### src/design/imm_ram.sv
module imm_ram #(
   parameter int WIDTH = 32,
   parameter int DEPTH = 16
) (
   input  logic                     clock,
   input  logic                     wr_en,
   input  logic [$clog2(DEPTH)-1:0] wr_addr,
   input  logic [WIDTH-1:0]         wr_data,
   input  logic [$clog2(DEPTH)-1:0] rd_addr,
   output logic [WIDTH-1:0]         rd_data_ff
);

   logic [WIDTH-1:0] mem_ff [DEPTH];

   always_ff @(posedge clock) begin
      if (wr_en) begin
         mem_ff[wr_addr] <= wr_data;
      end
      rd_data_ff <= mem_ff[rd_addr];
   end

endmodule

### config.mk
export PLATFORM = sky130hd
export DESIGN_NAME = imm_ram
export DESIGN_NICKNAME = d
export VERILOG_FILES = /design/src/design/imm_ram.sv
export SDC_FILE = /design/constraint.sdc
export NUM_CORES = 1
export LEC_CHECK = 0
export BUFFER_PORTS_ARGS = -buffer_cell sky130_fd_sc_hd__buf_2
export CAP_MARGIN = 20
export CELL_PAD_IN_SITES_DETAIL_PLACEMENT = 1
export CELL_PAD_IN_SITES_GLOBAL_PLACEMENT = 2
export CORE_ASPECT_RATIO = 1.1
export CORE_MARGIN = 5
export CORE_UTILIZATION = 35
export DETAILED_ROUTE_END_ITERATION = 6
export PLACE_DENSITY_LB_ADDON = 0.05
export SYNTH_ARGS = -nofsm -noshare
export SYNTH_HDL_FRONTEND = slang
export SYNTH_SLANG_ARGS = --single-unit
### constraint.sdc
create_clock -name clock -period 4.2 [get_ports clock]
set_clock_uncertainty 0.1 [all_clocks]
set_input_delay 1.05 -clock clock [delete_from_list [all_inputs] [get_ports clock]]
set_output_delay 1.05 -clock clock [all_outputs]
set_load 0.01 [all_outputs]
==> impl_results.md <==
- Arrival time at the worst endpoint: 2.74 ns
- Biggest area consumer among synthesized cells: edfxtp_1
- Avg WL per Cell: 28.6 um
- Critical path class: in2reg
- CTS Hold Bufs: 0
- Mapped Cells: between 800 and 900
- Largest fanout on the critical path: between 40 and 50
- Root Buffer: clkbuf_16
- Reg-to-Reg Start: mem_ff[11][14]
- Routed wire length: approximately 50000 um
- Vias: about 9000
- Worst-path clk slew: roughly 0.060 ns
- Pin count of the biggest net entering global routing: 51
- Fin. max-slew vios: 0
- Filler cell count: approximately 5200
- Max-slew headroom: a little over two fifths
- FF+latch area: ~16000 sq um
- Layout Cells excl Fill: about 1700
- Io pins: 74
- Synthesized area per cell: around 24 sq um
- Cells after DPL: about 1600
- Post-synth top area share: 77.4%
- Leakage Power: roughly 7.4 nW
- Crit path from: rd_addr[1]
- Finished Cell Area: roughly 23000 sq um
- Starting Density: between 30% and 40%
- Hold WS: about 0.57 ns
- Sequential fraction of the synthesis area: 80.7%
- Max Cap Viol: 0
- Minimum clock period: 2.38 ns
- Outcome: complete, no violations
- Skew-Pair Late Insertion Delay: ~0.59 ns
- CORE AREA: 56100 sq um
- Max H-tree Level: 2
- Fmax: roughly 420 MHz
- Multi-input gate area: 3760 sq um
- CTS resizes: 0
- Number of clock sinks: between 500 and 600
- Chip width: about 240 um
- Slew of the pin with the lowest slew margin: ~0.86 ns
- Final setup fails: 0
- Vias per cell: between 5 and 6
- Total grt overflow: 0
- Final nets: 1000
- First DRT Iteration DRCs: 740
- Clock tree buffer depth: 3
- Mapped Nets: 880
- DIE HEIGHT: about 260 um
- Data required time of the worst path: 4.56 ns
- FP Rows: 91
- Post-CTS Setup Bufs: 0
- Flops & latches, synth: between 500 and 600
- ANT nets after route: 0
- HPWL after detailed placement: roughly 24000 um
- Synth cell types: 18
- Residual DRC count: 0
- Area contributors post-synth: edfxtp_1 (77%), mux4_2 (15%), dfxtp_1 (3.2%)
- Number of global-route vias before repair: ~10000
- RSZ-0062 raised after global routing: false
- Startpoint types: input pin
- Buffers on Ports: between 70 and 80
- Die ar.: between 60000 and 70000 sq um
- Initial antenna violation count: 4
- First-pass GRT wire length: 72400 um
- Pre-CTS WS: 1.20 ns
- Num CTS Buffers: 57
- Final setup margin: between 1.5 and 2 ns
- Hold path start: mem_ff[14][27]
- Peak supply drop: ~330 uV
- Count of final hold-check violations: 0
- Setup TNS: 0 ns
- Part of the cycle the worst path needs: 56.6%
- DP Area: around 21000 sq um
- Cell Pwr Density: about 500 nW/um^2
- Synth warnings: 0
- Cell area after synthesis: a little under 20000 sq um
- DRT Pass-1 Iters: 4
- Placer congestion estimate: 0.683
- Min-Delay Path Class: reg2reg
- Share of cells above drive strength 1: approximately a third
- Area Overhead vs Synth: 17.1%
- CTS tree: yes
- Nature of the critical path endpoint: flop
- GR Util All Layers: between 15 and 20%
[area by class of cell]
class                   count  share of cell area, %
clock buffers              82                   6.80
clock inverters            23                   1.09
repair buffers            104                   3.05
flip-flops and latches    544                   68.9
diodes                      1                 0.0108
well taps                 744                   4.00
multi-input cells         251                   16.2
[worst paths after layout]
| path | to | cells after the start | slack [ns] |
|---|---|---|---|
| worst max-delay path | rd_data_ff[23] | 5 | 1.82 |
| worst min-delay path | rd_data_ff[27] | 3 | 0.57 |
| worst max register to register | rd_data_ff[14] | 3 | 2.73 |
| worst min register to register | rd_data_ff[27] | 3 | 0.57 |
[synthesized netlist by cell type, drive strengths merged]
cell	instances
dfxtp	32
nor2b	2
or3b	1
clkbuf	17
nand2b	2
buf	26
nor2	13
nand2	33
nand3b	2
mux4	128
and2	1
nand3	1
edfxtp	512
a22oi	64
nor3	4
[kinds of logic (layout without fill, tap and decap cells)]
group	count (synthesis)	in the layout	share of synthesized area [%]
multiplexers	128	128	14.5
AO/OA/AOI/OAI	64	64	2.42
buffers and inverters	43	209	1.12
other	0	1	0
flip-flops	544	544	80.7
AND/OR/NAND/NOR	59	59	1.27
[through the flow]
stage / power (mW) / util, %
2_1_floorplan: 6.52 / -
3_3_place_gp: 6.78 / 38.1
3_5_place_dp: 6.80 / 38.1
4_1_cts: 11.8 / 41.4
5_1_grt: 12.1 / 41.4
6_report: 11.6 / 41.4
[layer usage]
layer	up-vias	wire, um	GRT usage [%]
met5	-	34	0
met4	6	924	3.46
met3	74	2250	3.17
met2	191	23500	25.4
met1	5005	23300	24.1
li1	3825	-	-
[worst max-delay path, cell delays in order]
cell and delay, ns:
buf_4 0.53, buf_4 0.43, mux4_2 0.35, a22oi_1 0.20, nand2_1 0.11
[flip-flops by register name (all words and copies together), names as in the netlist]
signal	flops
mem_ff	512
rd_data_ff	32
[power breakdown]
group	leakage (nW)	internal (mW)	total [mW]	switching, mW
clock network	0.898	2.96	4.96	2.00
logic	1.62	0.224	0.564	0.340
registers	4.89	6.07	6.11	0.0365
total	7.42	9.25	11.6	2.37
[placed cells by master (no fill, tap or decap), types with 2 or more instances in the layout]
cell       instances
dfxtp_1           32
clkbuf_1          19
bufinv_16          6
mux4_2           128
nor3_2             3
buf_12             8
buf_4             24
clkinv_2           8
clkinv_1           9
clkbuf_8           7
nand2b_1           2
a22oi_1           64
nor2b_4            2
nand3b_1           2
nand2_1           33
edfxtp_1         512
clkbuf_16         57
nor2_4            13
buf_2             71
(Power assumes the default switching activity.)
