**config.mk**
```make
export PLATFORM = sky130hd
export DESIGN_NAME = imm_cell
export DESIGN_NICKNAME = d
export VERILOG_FILES = /design/src/design/imm_pkg.sv /design/src/design/imm_ram.sv /design/src/design/imm_cell.sv
export SDC_FILE = /design/constraint.sdc
export NUM_CORES = 2
export LEC_CHECK = 0
export BUFFER_PORTS_ARGS = -buffer_cell sky130_fd_sc_hd__buf_2
export CORE_UTILIZATION = 33
export DETAILED_ROUTE_END_ITERATION = 12
export PLACE_DENSITY = 0.44
export SLEW_MARGIN = 25
export SYNTH_ARGS = -nofsm -noshare
export SYNTH_HDL_FRONTEND = slang
export SYNTH_SLANG_ARGS = --single-unit
```
**constraint.sdc**
```tcl
create_clock -name clock -period 19.46 [get_ports clock]
set_input_delay 2.919 -clock clock [delete_from_list [all_inputs] [get_ports clock]]
set_output_delay 2.919 -clock clock [all_outputs]
set_load 0.005 [all_outputs]
```
**src/design/imm_pkg.sv**
```systemverilog
package imm_pkg;

   localparam logic [1:0] CMD_LOAD_A  = 2'd0;
   localparam logic [1:0] CMD_LOAD_B  = 2'd1;
   localparam logic [1:0] CMD_COMPUTE = 2'd2;

   typedef struct packed {
      logic [1:0]         cmd;
      logic [3:0]         row;
      logic [3:0]         col;
      logic signed [31:0] value;
   } req_type;

   typedef struct packed {
      logic [3:0]  out_row;
      logic [3:0]  out_col;
      logic [63:0] product_sum;
      logic        last;
   } rsp_type;

   // One element of the A row travelling down the cell chain.
   typedef struct packed {
      logic               valid;
      logic               first;
      logic               last;
      logic signed [31:0] a;
   } token_type;

endpackage

```
**src/design/imm_ram.sv**
```systemverilog
module imm_ram #(
   parameter int WIDTH = 32,
   parameter int DEPTH = 16
) (
   input  logic                     clock,
   input  logic                     wr_en,
   input  logic [$clog2(DEPTH)-1:0] wr_addr,
   input  logic [WIDTH-1:0]         wr_data,
   input  logic [$clog2(DEPTH)-1:0] rd_addr,
   output logic [WIDTH-1:0]         rd_data_ff
);

   logic [WIDTH-1:0] mem_ff [DEPTH];

   always_ff @(posedge clock) begin
      if (wr_en) begin
         mem_ff[wr_addr] <= wr_data;
      end
      rd_data_ff <= mem_ff[rd_addr];
   end

endmodule

```
**src/design/imm_cell.sv**
```systemverilog
module imm_cell #(
   parameter int DIM = 16
) (
   input  logic                        clock,
   input  logic                        reset,
   input  imm_pkg::token_type          tok_in,
   output imm_pkg::token_type          tok_out,
   input  logic                        b_we,
   input  logic [$clog2(DIM)-1:0]      b_waddr,
   input  logic [31:0]                 b_wdata,
   input  logic                        shift_en,
   input  logic [63:0]                 sum_in,
   output logic [63:0]                 sum_out,
   output logic                        done
);
   import imm_pkg::*;

   localparam int KW = $clog2(DIM);

   token_type          tok_ff;
   logic [KW-1:0]      k_ff;
   logic [KW-1:0]      rd_addr;
   logic [31:0]        b_rdata;
   logic signed [63:0] prod_ff;
   logic               prod_vld_ff;
   logic               prod_first_ff;
   logic               prod_last_ff;
   logic [63:0]        acc_ff;
   logic               done_ff;

   // The cell walks its own column of B in step with the arriving A elements.
   assign rd_addr = tok_in.first ? '0 : KW'(k_ff + 1'b1);

   imm_ram #(.WIDTH(32), .DEPTH(DIM)) u_b_col (
      .clock      (clock),
      .wr_en      (b_we),
      .wr_addr    (b_waddr),
      .wr_data    (b_wdata),
      .rd_addr    (rd_addr),
      .rd_data_ff (b_rdata)
   );

   always_ff @(posedge clock) begin
      if (reset) begin
         tok_ff.valid <= 1'b0;
         prod_vld_ff  <= 1'b0;
         done_ff      <= 1'b0;
         k_ff         <= '0;
      end else begin
         tok_ff.valid <= tok_in.valid;
         prod_vld_ff  <= tok_ff.valid;
         done_ff      <= prod_vld_ff && prod_last_ff;
         if (tok_in.valid) begin
            k_ff <= rd_addr;
         end
      end
      tok_ff.first  <= tok_in.first;
      tok_ff.last   <= tok_in.last;
      tok_ff.a      <= tok_in.a;
      prod_ff       <= tok_ff.a * $signed(b_rdata);
      prod_first_ff <= tok_ff.first;
      prod_last_ff  <= tok_ff.last;
      if (prod_vld_ff) begin
         acc_ff <= prod_first_ff ? 64'(prod_ff) : acc_ff + 64'(prod_ff);
      end else if (shift_en) begin
         acc_ff <= sum_in;
      end
   end

   assign tok_out = tok_ff;
   assign sum_out = acc_ff;
   assign done    = done_ff;

endmodule

```
==> summary.md <==
| Metric | Value |
|---|---|
| Tightest Hold Check Type | flip-flop to flip-flop |
| Post-DP HPWL | 140,000 µm |
| Initial antenna violation count | 18 |
| Port buffer count | 238 |
| Crit path required time | 20.02 ns |
| Final wirelength | 197,000 µm |
| Placed Cells | 8,916 |
| Via count | 44.6k |
| TritonCTS buffer count | 88 |
| Critical path launch point type | flip-flop |
| Final Setup Violations | 0 |
| Clock skew | 0.0729 ns |
| Reported max-cap violation count | 0 |
| DIE WIDTH | 449 µm |
| Clock sink count | 715 |
| Dpl ws | 10.71 ns |
| Worst endpoint data arrival time | 9.36 ns |
| Hold Violations, Final | 0 |
| Setup bufs post-CTS | 0 |
| Syn Nets | 7,763 |
| DRC Markers | 0 |
| Tcrit/Tclk final | 45.2% |
| Yosys cell types | 75 |
| Synth area leader | fa_1 |
| Routability cong. | 0.857 |
| Layout cells sized above 1 | 8.07% |
| Clk buf depth | 3 |
| Yosys reg bits | 715 |
| First-pass GRT wire length | 301,000 µm |
| Core footprint | 198,000 µm² |
| Violation count after the first detailed-route iteration | 2,364 |
| Pins Over Slew Limit | 0 |
| CP Capture Type | flip-flop |
| Worst skew pair latency | 0.76 ns |
| I/O Pins | 239 |
| Ranking of synthesized cells by area | fa_1 33%, edfxtp_1 26%, inv_1 6.0% |
| PnR worst setup slack | 10.66 ns |
| DIE HEIGHT | 449 µm |
| Sequential cell area fraction in the yosys report | 30.4% |
| # rows | 163 |
| Fmax achieved | 114 MHz |
| Seq. cell area | 20,100 µm² |
| Post-Syn Area | 66,000 µm² |
| Synth Warn # | 0 |
| Fin Hold WS | 0.349 ns |
| CTS tree | built |
| Shortest period the worst path allows | 8.80 ns |
| Setup Total Neg Slack | 0 ns |
| Synth async-reset ratio | 0% |
| Status | completed |
| Number of synthesized flops with an enable pin | 576 |
| Most common cell in the netlist | fa_1 |
| GRT Total Usage | 19.7% |
| Commonest cells post-synth | 1,083 x fa_1, 1,058 x inv_1, 856 x nand2_1, 576 x edfxtp_1, 510 x and2_1 |
| Post-Synthesis Cells | 6,293 |
| Post-route ant nets | 0 |
| Multi-input gate area | 40,800 µm² |
| Worst Path Class, Setup | flip-flop to flip-flop |
| Vias in the first global route | 47.3k |
| Fillers | 19.8k |
| RSZ-0062 raised after global routing | false |
| Htree depth | 3 |
| Ys flop type | edfxtp_1 |
| GRT overflow | 0 |
| Layout overhead on the synthesized area | 10.7% |
| Routed length per instance | 21.7 µm |
| CTS resizes | 0 |
| CTS Root Cell | clkbuf_16 |
| Layout Nets | 7,837 |
| FF-to-FF setup slack | 10.66 ns |
| Largest net degree at the start of global routing | 77 |
| Initial core utilization | 33.3% |
| Max FO, Critical Path | 32 |
| Slew @ Worst Pin | 1.03 ns |
| CTS Hold Bufs | 0 |
| Worst-path clk slew | 0.06 ns |
| DIE AREA | 202,000 µm² |
| Rel. slew slack | 31.1% |
| Layout Cells excl Fill | 9,090 |
| Avg Synthesized Cell Area | 10.5 µm² |
| Via density | 4.90 |
| Share of the synthesized area in the top cell type | 32.8% |
| First drt pass iteration count | 5 |
-- placed cells by master, fill, tap and decap left out, types with 11 or more instances in the layout --
master     netlist  routed
fa_1          1083    1083
inv_1         1058    1058
nand2_1        856     856
edfxtp_1       576     576
and2_1         510     510
ha_1           248     248
buf_2            1     238
a21oi_1        234     234
a211oi_1       173     173
nor2_1         169     154
nor2b_1        141     141
dfxtp_1        139     135
buf_4            1      98
clkbuf_16        0      89
a31oi_1         87      87
o21ai_0         83      83
a21o_1          81      81
xnor2_1         74      74
a311oi_1        67      67
xor2_1          41      41
nand3_1         40      40
nand2b_1        28      27
nor3_1          30      26
clkbuf_1       342      25
nand4_1         20      20
o21a_1          19      19
and3_1          16      16
o21bai_1        15      15
nor2_4           0      15
mux2i_1         12      12
a22oi_1         11      11
clkinv_2         0      11
-- registers in the layout, indices dropped and copies added, names as in the netlist --
name / flops
prod_last_ff: 1
prod_vld_ff: 1
sum_out: 64
u_b_col.mem_ff: 512
tok_out: 35
prod_first_ff: 1
u_b_col.rd_data_ff: 32
prod_ff: 64
done: 1
k_ff: 4
-- metal layers --
layer / vias up / GRT usage [%] / wire length [µm]
met4: 14 / 5.46 / 5670
met3: 258 / 2.16 / 6570
li1: 20200 / - / -
met2: 775 / 35.2 / 102000
met5: - / 0 / 98
met1: 23300 / 25.0 / 83200
-- cells by family (layout without fill, tap and decap cells) --
kind of cell	after synthesis	after routing	share of synthesized area, %
AOI/OAI and AO/OA	850	850	8.59
xor gates and xnor gates	115	115	1.53
adders and majority gates	1331	1331	37.5
buffers and inverters	1411	1559	8.04
DFF	715	715	30.4
muxes	15	15	0.233
other	0	9	0
and+or+nand+nor	1856	1856	13.7
-- critical path: stages (launching register included) --
cell and delay [ns]:
dfxtp_1 0.32, buf_4 0.45, and2_1 0.24, fa_1 0.45, fa_1 0.55, inv_1 0.06, fa_1 0.49, fa_1 0.51
inv_1 0.05, fa_1 0.58, fa_1 0.44, fa_1 0.55, inv_1 0.06, fa_1 0.51, inv_1 0.05, ha_1 0.32
nand3_1 0.27, nor2_1 0.09, o2111a_1 0.17, nor4_1 0.70, a211oi_2 0.19, o22a_2 0.31, a41o_1 0.29, a31o_4 0.27
nor4bb_1 0.14, or4_1 0.50
-- area by class of cell --
type,count,area share [%]
clock inverter,43,0.716
sequential,715,27.5
inverter,1058,5.44
multi-input combinational,4167,55.8
antenna,9,0.0308
tap,2640,4.52
clock buffer,121,3.31
timing repair buffer,337,2.66
-- final timing paths --
| path | start | end | cells after the start |
|---|---|---|---|
| setup / recovery | tok_out[19] | prod_ff[62] | 25 |
| hold / removal | tok_out[32] | prod_last_ff | 0 |
| setup reg to reg | tok_out[19] | prod_ff[62] | 25 |
| hold reg to reg | tok_out[32] | prod_last_ff | 0 |
-- per-stage QoR --
stage                     area (µm²)  util (%)
final                          73100      36.9
after global routing           73000      36.9
after CTS                      73000      36.9
after detailed placement       70100      35.4
after global placement         70100      35.4
after floorplan                66000         -
Power is left out: the tool's default activity adds up to more than one toggle a clock period on the data nets, which glitch-free logic cannot reach.
